**src/ntvc_pkg.sv**
```systemverilog
// Shared types and constants for the view-cone nearest-target block.
package ntvc_pkg;

    localparam int ID_BITS   = 10;
    localparam int COORD_W   = 32;
    localparam int MAG_W     = 32;
    localparam int DIST_W    = 33;
    localparam int SUM_W     = 66;
    localparam int WIDE_W    = 2 * SUM_W + 12;
    localparam int CFG_IDX_W = 3;

    localparam logic [SUM_W-1:0] COS_DEN_SQ = SUM_W'(2500);
    localparam logic [SUM_W-1:0] COS_NUM_SQ = SUM_W'(2401);

    localparam logic [CFG_IDX_W-1:0] CFG_ORIGIN_X = 3'd0;
    localparam logic [CFG_IDX_W-1:0] CFG_ORIGIN_Y = 3'd1;
    localparam logic [CFG_IDX_W-1:0] CFG_ORIGIN_Z = 3'd2;
    localparam logic [CFG_IDX_W-1:0] CFG_DIR_X    = 3'd3;
    localparam logic [CFG_IDX_W-1:0] CFG_DIR_Y    = 3'd4;
    localparam logic [CFG_IDX_W-1:0] CFG_DIR_Z    = 3'd5;
    localparam logic [CFG_IDX_W-1:0] CFG_MAX_DIST = 3'd6;

    typedef struct packed {
        logic [ID_BITS-1:0]        entity_id;
        logic signed [COORD_W-1:0] pos_x;
        logic signed [COORD_W-1:0] pos_y;
        logic signed [COORD_W-1:0] pos_z;
        logic                      has_shape;
        logic                      last;
    } in_item_t;

    typedef struct packed {
        logic               hit;
        logic [ID_BITS-1:0] nearest_id;
        logic [DIST_W-1:0]  nearest_distance;
    } out_item_t;

    typedef struct packed {
        logic signed [COORD_W-1:0] origin_x;
        logic signed [COORD_W-1:0] origin_y;
        logic signed [COORD_W-1:0] origin_z;
        logic signed [COORD_W-1:0] dir_x;
        logic signed [COORD_W-1:0] dir_y;
        logic signed [COORD_W-1:0] dir_z;
        logic [DIST_W-1:0]         max_distance;
    } cfg_t;

    typedef struct packed {
        logic [ID_BITS-1:0]       entity_id;
        logic                     has_shape;
        logic                     last;
        logic [2:0]               v_neg;
        logic [2:0][MAG_W-1:0]    v_mag;
    } job_t;

endpackage

```
**src/ntvc_queue.sv**
```systemverilog
// Two-entry job queue between front and back.
module ntvc_queue
    import ntvc_pkg::*;
(
    input  logic clk,
    input  logic rst_n,
    input  logic push,
    input  job_t push_job,
    input  logic pop,
    output job_t pop_job,
    output logic full,
    output logic empty
);

    job_t       mem [2];
    logic       wr_ptr_reg, wr_ptr_next;
    logic       rd_ptr_reg, rd_ptr_next;
    logic [1:0] count_reg, count_next;

    always_comb
    begin
        wr_ptr_next = wr_ptr_reg ^ push;
        rd_ptr_next = rd_ptr_reg ^ pop;
        count_next  = count_reg + {1'b0, push} - {1'b0, pop};
    end

    always_ff @(posedge clk or negedge rst_n)
    begin
        if (!rst_n)
        begin
            wr_ptr_reg <= 1'b0;
            rd_ptr_reg <= 1'b0;
            count_reg  <= 2'd0;
        end
        else
        begin
            wr_ptr_reg <= wr_ptr_next;
            rd_ptr_reg <= rd_ptr_next;
            count_reg  <= count_next;
        end
    end

    always_ff @(posedge clk)
    begin
        if (push)
        begin
            mem[wr_ptr_reg] <= push_job;
        end
    end

    assign pop_job = mem[rd_ptr_reg];
    assign full    = (count_reg == 2'd2);
    assign empty   = (count_reg == 2'd0);

endmodule

```
**config.mk**
```make
export PLATFORM = sky130hd
export DESIGN_NAME = ntvc_queue
export DESIGN_NICKNAME = d
export VERILOG_FILES = /design/src/ntvc_pkg.sv /design/src/ntvc_queue.sv
export SDC_FILE = /design/constraint.sdc
export NUM_CORES = 1
export LEC_CHECK = 0
export BUFFER_PORTS_ARGS = -buffer_cell sky130_fd_sc_hd__buf_2
export CORE_MARGIN = 5
export CORE_UTILIZATION = 37
export CTS_CLUSTER_DIAMETER = 40
export CTS_CLUSTER_SIZE = 28
export DETAILED_ROUTE_END_ITERATION = 10
export HOLD_SLACK_MARGIN = 0.15
export PLACE_DENSITY = 0.61
export SLEW_MARGIN = 20
export SYNTH_ARGS = -nofsm -noshare
export SYNTH_HDL_FRONTEND = slang
export SYNTH_SLANG_ARGS = --single-unit
```
**constraint.sdc**
```tcl
create_clock -name clk -period 6.88 [get_ports clk]
set_clock_uncertainty 0.2 [all_clocks]
set_input_delay 1.032 -clock clk [delete_from_list [all_inputs] [get_ports clk]]
set_output_delay 1.032 -clock clk [all_outputs]
set_load 0.02 [all_outputs]
```
==> metrics <==
status complete, no violations; GRT met2 Usage 0.205; hold depth 1; I/O Pins around 230; fill cell count roughly 1.8k; crit path capture type output pin; cts bufs inserted 28; cts repair resizes 0; DP Area around 9700 µm²; GP Congestion about 0.73; GRT Util Overall 0.122; final hold violation count 0; final core occ 0.490; share of the synthesized area in the top cell type 0.809; Via density 4.59; largest area contributor in the netlist edfxtp_1; layout cells sized above 1 0.622; placed insts 859; die area 25300 µm²; worst slew pin tran around 910 ps; hold slack around 440 ps; met1 Resource Use GR 0.152; Max VDD drop around 0.22 mV; synthesis-to-finish area growth 30.2%; CTS tree done; nets between 700 and 800; Syn Area/Cell roughly 23 µm²; P_leak about 4 nW; DRC 0; Max-Slew Margin vs Limit 0.395; RSZ-0062 raised after global routing no; vias about 4.2k; YS warnings 0; crit path kind flip-flop to output pin; Die Y 159 µm; WP data required approximately 5700 ps; largest cells by area after synthesis edfxtp_1 (81%), mux2_2 (15%), dfrtp_1 (1.2%), buf_6 (1.1%), ha_1 (0.61%); Mapped Cells between 300 and 400; Max Root-Sink Buffers 3; clock latency on the worst-skew pair 520 ps; final setup fails 0; number of clock sinks ~230; port bufs approximately 230; GRT overflow 0; number of global-route vias before repair roughly 4.7k; multi-input logic area ~1400 µm²; first-pass GRT wire length 25.3 mm; register area just under 7000 µm²; ANT nets after route 0; pin count of the biggest net entering global routing 66; Initial DRC Count around 150; Worst-path clk slew 60 ps; Initial Utilization 0.376; Max Transition Viols Final 0; max reg flops roughly 220; # Post-CTS Setup Buffers 0; CP arrival ~2900 ps; pwr dens 454 nW/µm²; Mapped Area a little over 8000 µm²; DR WL/cell 17.6 µm; Critical Path Fanout Max between 60 and 70; Seq/Total Area, Yosys 0.822; reg2reg path depth 3; CP Launch Type flip-flop; cts hold-fix bufs 1; minimum clock period roughly 4000 ps; final worst-path cycle share 0.596; TritonRoute pass-1 iters 4; final std cells w/o fill between 900 and 1k; Yosys cell types 12; Seq cells post-synth between 200 and 250; maxcap violations 0; core box area between 20000 and 25000 µm²; antenna violations before repair 2; most frequent cells in the layout buf_2 (227), edfxtp_1 (222), mux2_2 (111); setup_tns 0 ps; GR peak layer met2; root buf cell clkbuf_16; syn nets 480; depth of the CTS H-tree 1; Detailed Route WL roughly 16 mm; commonest non-fill, non-tap cell in the layout buf_2; Site Rows 54; Design Area, Final between 10000 and 15000 µm²; Post-DP HPWL about 11 mm; Min-Delay Path Class flip-flop to flip-flop; Die Wd 159 µm; Max Freq approximately 240 MHz; GR Layer Usage met3 0.0368
## kinds of logic after synthesis
group,Yosys count,synth area share
XOR/XNOR,2,0.00395
flip-flops,226,0.822
buffers and inverters,16,0.0155
AND/OR/NAND/NOR,2,0.00122
adder cells (fa/ha/maj),4,0.00608
multiplexers,111,0.152
## synth_stat cells
cell and instances:
inv_1 4, edfxtp_1 222, buf_6 8, ha_1 4, buf_4 1, xor3_1 1, buf_2 3, xor2_1 1
dfrtp_1 4, nor2b_1 1, mux2_2 111, nor2_1 1
## critical path, stage by stage (launching register included)
cell     delay [ps]
dfrtp_4         830
buf_4           780
mux2_2          440
buf_2           160
## where the power goes
part           internal [mW]  leakage [nW]  switching, mW
clock                   1.01         0.501          0.568
combinational          0.539          1.43          0.812
sequential              1.83          2.13          0.110
## metal layers
layer | wire length [µm] | part of all wire
met5 | 20 | 0.0012
met4 | 433 | 0.027
met3 | 1190 | 0.074
met2 | 8010 | 0.50
met1 | 6440 | 0.40
## through the flow
step	worst slack [ps]	power (mW)
final	2780	4.87
after global routing	2610	5.11
after CTS	2700	4.96
after detailed placement	3280	3.36
after global placement	3300	3.33
after floorplan	2550	2.94
## worst paths after layout
kind	start	end	slack (ps)
hold / removal	count_reg[1]	count_reg[1]	440
max in group asynchronous	rst_n	rd_ptr_reg	5690
setup / recovery	rd_ptr_reg	pop_job[1]	2780
setup reg to reg	wr_ptr_reg	mem[0][107]	4330
min in group asynchronous	rst_n	rd_ptr_reg	660
hold reg to reg	count_reg[1]	count_reg[1]	440
## cell type report
| type | count | share of cell area |
|---|---|---|
| sequential | 226 | 0.632 |
| multi-input combinational | 119 | 0.128 |
| timing repair buffer | 231 | 0.109 |
| clock buffer | 30 | 0.0680 |
| tap | 280 | 0.0327 |
| clock inverter | 22 | 0.0295 |
| inverter | 4 | 0.00140 |
| antenna | 1 | 0.000233 |
No activity file was read; power rests on OpenSTA's default activity.
