`config.mk`:
```
export PLATFORM = sky130hd
export DESIGN_NAME = ntvc_front
export DESIGN_NICKNAME = d
export VERILOG_FILES = /design/src/ntvc_pkg.sv /design/src/ntvc_front.sv
export SDC_FILE = /design/constraint.sdc
export NUM_CORES = 1
export LEC_CHECK = 0
export BUFFER_PORTS_ARGS = -buffer_cell sky130_fd_sc_hd__buf_2
export CAP_MARGIN = 20
export CORE_AREA = 2 2 174 176
export DETAILED_ROUTE_END_ITERATION = 8
export DIE_AREA = 0 0 176 178
export RECOVER_POWER = 25
export SLEW_MARGIN = 20
export SYNTH_ARGS = -nofsm -noshare
export SYNTH_HDL_FRONTEND = slang
export SYNTH_SLANG_ARGS = --single-unit
```
`constraint.sdc`:
```
create_clock -name vclk -period 7.7
set_input_delay 1.155 -clock vclk [all_inputs]
set_output_delay 1.155 -clock vclk [all_outputs]
set_load 0.01 [all_outputs]
```
`src/ntvc_pkg.sv`:
```
// Shared types and constants for the view-cone nearest-target block.
package ntvc_pkg;

    localparam int ID_BITS   = 10;
    localparam int COORD_W   = 32;
    localparam int MAG_W     = 32;
    localparam int DIST_W    = 33;
    localparam int SUM_W     = 66;
    localparam int WIDE_W    = 2 * SUM_W + 12;
    localparam int CFG_IDX_W = 3;

    localparam logic [SUM_W-1:0] COS_DEN_SQ = SUM_W'(2500);
    localparam logic [SUM_W-1:0] COS_NUM_SQ = SUM_W'(2401);

    localparam logic [CFG_IDX_W-1:0] CFG_ORIGIN_X = 3'd0;
    localparam logic [CFG_IDX_W-1:0] CFG_ORIGIN_Y = 3'd1;
    localparam logic [CFG_IDX_W-1:0] CFG_ORIGIN_Z = 3'd2;
    localparam logic [CFG_IDX_W-1:0] CFG_DIR_X    = 3'd3;
    localparam logic [CFG_IDX_W-1:0] CFG_DIR_Y    = 3'd4;
    localparam logic [CFG_IDX_W-1:0] CFG_DIR_Z    = 3'd5;
    localparam logic [CFG_IDX_W-1:0] CFG_MAX_DIST = 3'd6;

    typedef struct packed {
        logic [ID_BITS-1:0]        entity_id;
        logic signed [COORD_W-1:0] pos_x;
        logic signed [COORD_W-1:0] pos_y;
        logic signed [COORD_W-1:0] pos_z;
        logic                      has_shape;
        logic                      last;
    } in_item_t;

    typedef struct packed {
        logic               hit;
        logic [ID_BITS-1:0] nearest_id;
        logic [DIST_W-1:0]  nearest_distance;
    } out_item_t;

    typedef struct packed {
        logic signed [COORD_W-1:0] origin_x;
        logic signed [COORD_W-1:0] origin_y;
        logic signed [COORD_W-1:0] origin_z;
        logic signed [COORD_W-1:0] dir_x;
        logic signed [COORD_W-1:0] dir_y;
        logic signed [COORD_W-1:0] dir_z;
        logic [DIST_W-1:0]         max_distance;
    } cfg_t;

    typedef struct packed {
        logic [ID_BITS-1:0]       entity_id;
        logic                     has_shape;
        logic                     last;
        logic [2:0]               v_neg;
        logic [2:0][MAG_W-1:0]    v_mag;
    } job_t;

endpackage

```
`src/ntvc_front.sv`:
```
// Front end: takes items, forms origin-to-entity vector as sign and magnitude.
module ntvc_front
    import ntvc_pkg::*;
(
    input  logic     in_valid,
    input  in_item_t in_data,
    input  cfg_t     cfg,
    input  logic     q_full,
    output logic     in_stall,
    output logic     push,
    output job_t     job
);

    logic signed [COORD_W:0] v [3];
    logic [COORD_W:0]        m [3];

    always_comb
    begin
        v[0] = {in_data.pos_x[COORD_W-1], in_data.pos_x}
             - {cfg.origin_x[COORD_W-1], cfg.origin_x};
        v[1] = {in_data.pos_y[COORD_W-1], in_data.pos_y}
             - {cfg.origin_y[COORD_W-1], cfg.origin_y};
        v[2] = {in_data.pos_z[COORD_W-1], in_data.pos_z}
             - {cfg.origin_z[COORD_W-1], cfg.origin_z};
        job.entity_id = in_data.entity_id;
        job.has_shape = in_data.has_shape;
        job.last      = in_data.last;
        for (int i = 0; i < 3; i++)
        begin
            m[i]          = v[i][COORD_W] ? (~v[i] + 1'b1) : v[i];
            job.v_neg[i]  = v[i][COORD_W];
            job.v_mag[i]  = m[i][MAG_W-1:0];
        end
    end

    assign in_stall = q_full;
    assign push     = in_valid && !q_full;

endmodule

```
==> results.sh, run 1 <==
export IMPL_status="completed"
export IMPL_synth_top_area_share=0.1473
export IMPL_post_cts_buffers=0
export IMPL_worst_pin_slew_ns=1.109
export IMPL_synth_yosys_seq_area_share=0
export IMPL_syn_area_per_cell_um2=6.504
export IMPL_rsz0062_at_grt="no"
export IMPL_highest_layer="met4"
export IMPL_crit_chain="buf_2, inv_1, ha_1, fa_1, nor2b_1, o31a_1, o211ai_1, nand2_1, a31oi_1, o22ai_1, a41oi_1, a22oi_1, clkbuf_1, inv_1, o21ai_0, xnor2_1, buf_2"
export IMPL_die_area_um2=31330
export IMPL_register_area_um2=0
export IMPL_hold_viol=0
export IMPL_period_needed_ns=6.680
export IMPL_route_met2_wl_um=13260
export IMPL_vias=10320
export IMPL_cts_resized=0
export IMPL_finalPower_mw=1.245
export IMPL_peakVddDrop_mv=0.06985
export IMPL_num_rows=63
export IMPL_holdPathStages=0
export IMPL_period_share=0.8675
export IMPL_crit_path_end_kind="output pin"
export IMPL_start_util=0.2860
export IMPL_maxSlewHeadroom=0.2604
export IMPL_finalSetupViolations=0
export IMPL_hold_path_startpoint="in_data[100]"
export IMPL_hpwl_um=25800
export IMPL_multi_input_area_um2=7651
export IMPL_pre_cts_ws_ns=1.458
export IMPL_holdCritPathClass="in -> out"
export IMPL_gp_congestion=0.9487
export IMPL_wl_met3_um=1993
export IMPL_grt_max_degree=23
export IMPL_num_io_pins=448
export IMPL_wire_per_inst_um=15.39
export IMPL_antenna_found_initial=2
export IMPL_cts_hold_buffers=0
export IMPL_clock_fmax_mhz=149.7
export IMPL_slowest_stage="clkbuf_1"
export IMPL_fillerInstances=3239
export IMPL_drt_first_iter_violations=615
export IMPL_fin_util=0.3441
export IMPL_globalRouteTotalUtil=0.1746
export IMPL_grt_pass1_vias=9366
export IMPL_numPortBuffers=295
export IMPL_yosys_warnings=0
export IMPL_die_y_um=178
export IMPL_totalWireLength_um=29650
export IMPL_critPathLaunchType="input pin"
export IMPL_p_leak_nw=4.961
export IMPL_core_um2=29400
export IMPL_drive_above_1_share=0.2046
export IMPL_syn_to_final_growth_pct=20.30
export IMPL_clock_buffers=0
export IMPL_yosysTopAreaCell="ha_1"
export IMPL_critPathKind="in -> out"
export IMPL_synth_area_leaders="ha_1 15%, xnor2_1 9.1%, a21oi_1 7.7%, xor2_1 6.6%, inv_1 5.8%"
export IMPL_syn_inst=1293
export IMPL_setup_tns_ns=0
export IMPL_antenna_left=0
export IMPL_fin_nets=1974
export IMPL_drc=0
export IMPL_vias_per_cell=5.355
export IMPL_seq_cells=0
export IMPL_grt_overflow=0
export IMPL_min_delay_worst_endpoint="job[103]"
export IMPL_met1_length_um=13700
export IMPL_netlist_area_um2=8409
export IMPL_grt_pass1_wl_um=45840
export IMPL_critPathArrivalTime_ns=5.52
export IMPL_ys_types=79
export IMPL_syn_nets=1730
export IMPL_p_per_area_nw_per_um2=123.0
export IMPL_cp_max_fo=22
export IMPL_cap_violations=0
export IMPL_drt_pass1_iter_count=7
export IMPL_critical_path_max_stage_delay_ns=0.84
export IMPL_critPathRequiredTime_ns=6.55
export IMPL_die_x_um=176
export IMPL_setup_ws_ns=1.020
export IMPL_slew_violations=0
-- metal layers --
layer	vias up	global-route usage
li1	5173	-
met1	4754	0.2373
met4	0	0.04477
met5	-	0
met2	349	0.2948
met3	43	0.01833
-- critical path: cells and delay by family --
family / cells / cell delay [ns]
xor+xnor: 1 / 0.20
buf+inv: 5 / 1.62
fa+ha+maj: 2 / 0.70
simple gates: 2 / 0.32
compound gates: 7 / 1.50
-- metrics by stage --
| stage | std cells | hold WS, ns | area (um^2) |
|---|---|---|---|
| after floorplan | 1293 | 2.356 | 8409 |
| after global placement | 1925 | 2.310 | 10130 |
| after detailed placement | 1925 | 2.310 | 10130 |
| after CTS | 1925 | 2.310 | 10130 |
| after global routing | 1927 | 2.310 | 10120 |
| final | 1927 | 2.310 | 10120 |
-- report_power, final --
| group | internal (mW) | switching, mW |
|---|---|---|
| registers | 0 | 0 |
| clock network | 0.0000000349 | 0 |
| logic | 0.495 | 0.750 |
-- cells by family after synthesis --
| kind of cell | after synthesis | share of synthesized area |
|---|---|---|
| mux | 8 | 0.009969 |
| buf+inv | 187 | 0.09016 |
| fa+ha+maj | 102 | 0.1544 |
| compound gates | 429 | 0.3413 |
| xor+xnor | 150 | 0.1562 |
| simple gates | 417 | 0.2479 |
-- layout make-up --
cell class	count	area share
antenna	2	0.0004947
inverter	130	0.04824
multi-input combinational	1106	0.7563
tap	390	0.04824
timing repair buffer	299	0.1467
-- cell usage in the layout, fill, tap and decap left out, types with 6 or more instances in the layout --
cell,n
ha_1,99
nand2_1,119
a211oi_1,18
clkbuf_1,16
o21a_1,15
o21bai_1,11
nand2b_1,7
a21o_1,36
inv_1,129
or3_1,16
nand4_1,16
xor2_1,63
buf_2,280
a31oi_1,17
nor2_1,100
o2111ai_1,6
xnor2_1,87
nor2b_1,10
nor3_1,33
o31ai_1,18
o211a_1,8
o21ai_0,70
and3_1,18
and2_1,14
o211ai_1,22
nor4_1,9
nand3_1,29
and4_1,8
o31a_1,7
nor3b_1,7
or2_2,8
a21oi_1,129
-- worst max path at each step --
stage                            from      end  depth (start not counted)
after floorplan           in_data[34]  job[53]                         15
after global placement    in_data[34]  job[53]                         17
after detailed placement  in_data[34]  job[46]                         17
after CTS                 in_data[34]  job[46]                         17
after global routing      in_data[66]  job[13]                         17
final                     in_data[66]  job[12]                         17
-- synthesized netlist by cell type (all sizes together) (4+ instances only) --
master	n
xnor2	87
and3	18
inv	130
nand2b	7
and2	14
a211o	5
mux2i	5
clkbuf	38
nor3	35
a31oi	18
o211a	8
o21a	15
or4	4
a221oi	4
a21o	38
nor2b	10
nor2	100
a21oi	129
and4	8
o31a	7
o211ai	23
buf	19
o31ai	18
ha	99
nand2	119
nand3	29
nand4b	5
nor4	11
or2	9
a41oi	5
o2111ai	6
o41ai	4
nor3b	7
xor2	63
or3	16
a211oi	20
a21boi	4
o21bai	11
nand4	16
a2111oi	8
o21ai	74
No activity file was read; power rests on OpenSTA's default activity.
==> run 2: changes to the inputs <==
- PLACE_DENSITY: default -> 0.64
- SLEW_MARGIN: 20 -> 10
- clock period: 7.7 -> 8.7 ns (I/O delays scaled with it)
==> run 2 against run 1 <==
Against the previous run:
- final cell count shrank 0.21%
- setup slack gained 0.65 ns
- combinational power shrank 12%
- non-clock buffer count shrank 2
- critical path type unchanged
- total power shrank 12%
- via count is essentially flat
- wire length shrank 3.7%
==> results.sh, run 2 (synthesis results as in run 1) <==
export IMPL_hold_path_startpoint="in_data[1]"
export IMPL_crit_chain="buf_2, inv_1, ha_1, fa_1, nand2b_1, a211oi_1, nand3_1, a211o_1, a21oi_1, a21oi_1, a211o_1, a31oi_2, inv_2, o31a_1, xnor2_1, buf_2"
export IMPL_vias=10320
export IMPL_min_delay_worst_endpoint="job[100]"
export IMPL_wire_per_inst_um=14.85
export IMPL_clock_fmax_mhz=142.2
export IMPL_num_io_pins=448
export IMPL_design_area_um2=10100
export IMPL_p_leak_nw=4.951
export IMPL_met1_length_um=13160
export IMPL_rsz0062_at_grt="no"
export IMPL_slew_violations=0
export IMPL_cp_max_fo=19
export IMPL_mostFrequentLayoutCell="buf_2"
export IMPL_maxSlewHeadroom=0.3502
export IMPL_internal_power_mw=0.4364
export IMPL_critical_path_max_stage_delay_ns=0.63
export IMPL_setup_tns_ns=0
export IMPL_drt_pass1_iter_count=5
export IMPL_fillerInstances=3270
export IMPL_antenna_left=0
export IMPL_status="completed"
export IMPL_drc=0
export IMPL_highest_layer="met5"
export IMPL_holdPathStages=0
export IMPL_postPlaceCellArea_um2=10120
export IMPL_clock_buffers=0
export IMPL_drt_first_iter_violations=774
export IMPL_layout_common_cells="280 x buf_2, 129 x inv_1, 129 x a21oi_1"
export IMPL_die_y_um=178
export IMPL_grt_max_degree=23
export IMPL_critPathArrivalTime_ns=5.73
export IMPL_die_area_um2=31330
export IMPL_p_sw_frac=0.5997
export IMPL_core_um2=29400
export IMPL_grt_pass1_vias=9508
export IMPL_numPortBuffers=295
export IMPL_register_area_um2=0
export IMPL_fin_nets=1972
export IMPL_route_met2_wl_um=13270
export IMPL_critPathLaunchType="input pin"
export IMPL_grt_overflow=0
export IMPL_seqPwrFrac=0
export IMPL_hold_viol=0
export IMPL_crit_path_end_kind="output pin"
export IMPL_period_needed_ns=7.032
export IMPL_period_share=0.8083
export IMPL_finalSetupViolations=0
export IMPL_cts_resized=0
export IMPL_combPwrFrac=1.000
export IMPL_gp_congestion=0.9109
export IMPL_p_sw_mw=0.6536
export IMPL_critPathKind="in -> out"
export IMPL_die_x_um=176
export IMPL_globalRouteTotalUtil=0.1693
export IMPL_holdCritPathClass="in -> out"
export IMPL_vias_per_cell=5.367
export IMPL_p_per_area_nw_per_um2=108.0
export IMPL_wl_met3_um=1784
export IMPL_hpwl_um=24820
export IMPL_critPathRequiredTime_ns=7.39
export IMPL_cap_violations=0
export IMPL_num_antenna_cells=0
export IMPL_peakVddDrop_mv=0.06671
export IMPL_multi_input_area_um2=7651
export IMPL_num_rows=63
export IMPL_drive_above_1_share=0.2035
export IMPL_start_util=0.2860
export IMPL_worst_pin_slew_ns=0.9747
export IMPL_cts_hold_buffers=0
export IMPL_grt_pass1_wl_um=45340
export IMPL_syn_to_final_growth_pct=20.06
export IMPL_slowest_stage="a31oi_2"
export IMPL_seq_cells=0
export IMPL_post_cts_buffers=0
export IMPL_antenna_found_initial=2
export IMPL_totalWireLength_um=28550
export IMPL_power_frac_clock=0
-- run 2: power by group through the flow --
stage / sequential (mW) / combinational [mW] / clock, mW
2_1_floorplan: 0 / 0.733 / 0
3_3_place_gp: 0 / 1.07 / 0
3_5_place_dp: 0 / 1.08 / 0
4_1_cts: 0 / 1.09 / 0
5_1_grt: 0 / 1.20 / 0
6_report: 0 / 1.09 / 0
-- run 2: metrics by stage --
stage / setup slack, ns / util / hold slack [ns] / power, mW / cells
after global routing: 1.336 / 0.3434 / 2.610 / 1.199 / 1923
after detailed placement: 1.705 / 0.3441 / 2.610 / 1.083 / 1923
after CTS: 1.681 / 0.3441 / 2.610 / 1.088 / 1923
after floorplan: 2.916 / - / 2.656 / 0.7326 / 1293
after global placement: 1.723 / 0.3441 / 2.610 / 1.073 / 1923
final: 1.668 / 0.3434 / 2.610 / 1.090 / 1923
-- run 2: layer usage --
| layer | up-vias | track usage |
|---|---|---|
| met5 | - | 0 |
| met4 | 2 | 0.01963 |
| met3 | 27 | 0.01513 |
| met2 | 374 | 0.2961 |
| met1 | 4742 | 0.2325 |
| li1 | 5175 | - |
-- run 2: worst max-delay path by stage --
stage	start	endpoint	depth (start not counted)
final	in_data[34]	job[37]	16
after global placement	in_data[34]	job[37]	16
after floorplan	in_data[34]	job[53]	15
after CTS	in_data[34]	job[37]	16
after global routing	in_data[34]	job[37]	16
after detailed placement	in_data[34]	job[37]	16
-- run 2: final cells by class --
cell class,instances,share of cell area
timing repair buffer,297,0.1455
multi-input combinational,1106,0.7578
tap,390,0.04833
inverter,130,0.04833
-- run 2: critical path, delay by kind of cell --
kind | cells | cell delay (ns)
compound gates | 7 | 2.55
xor+xnor | 1 | 0.20
fa+ha+maj | 2 | 0.64
buf+inv | 4 | 0.57
simple gates | 2 | 0.46
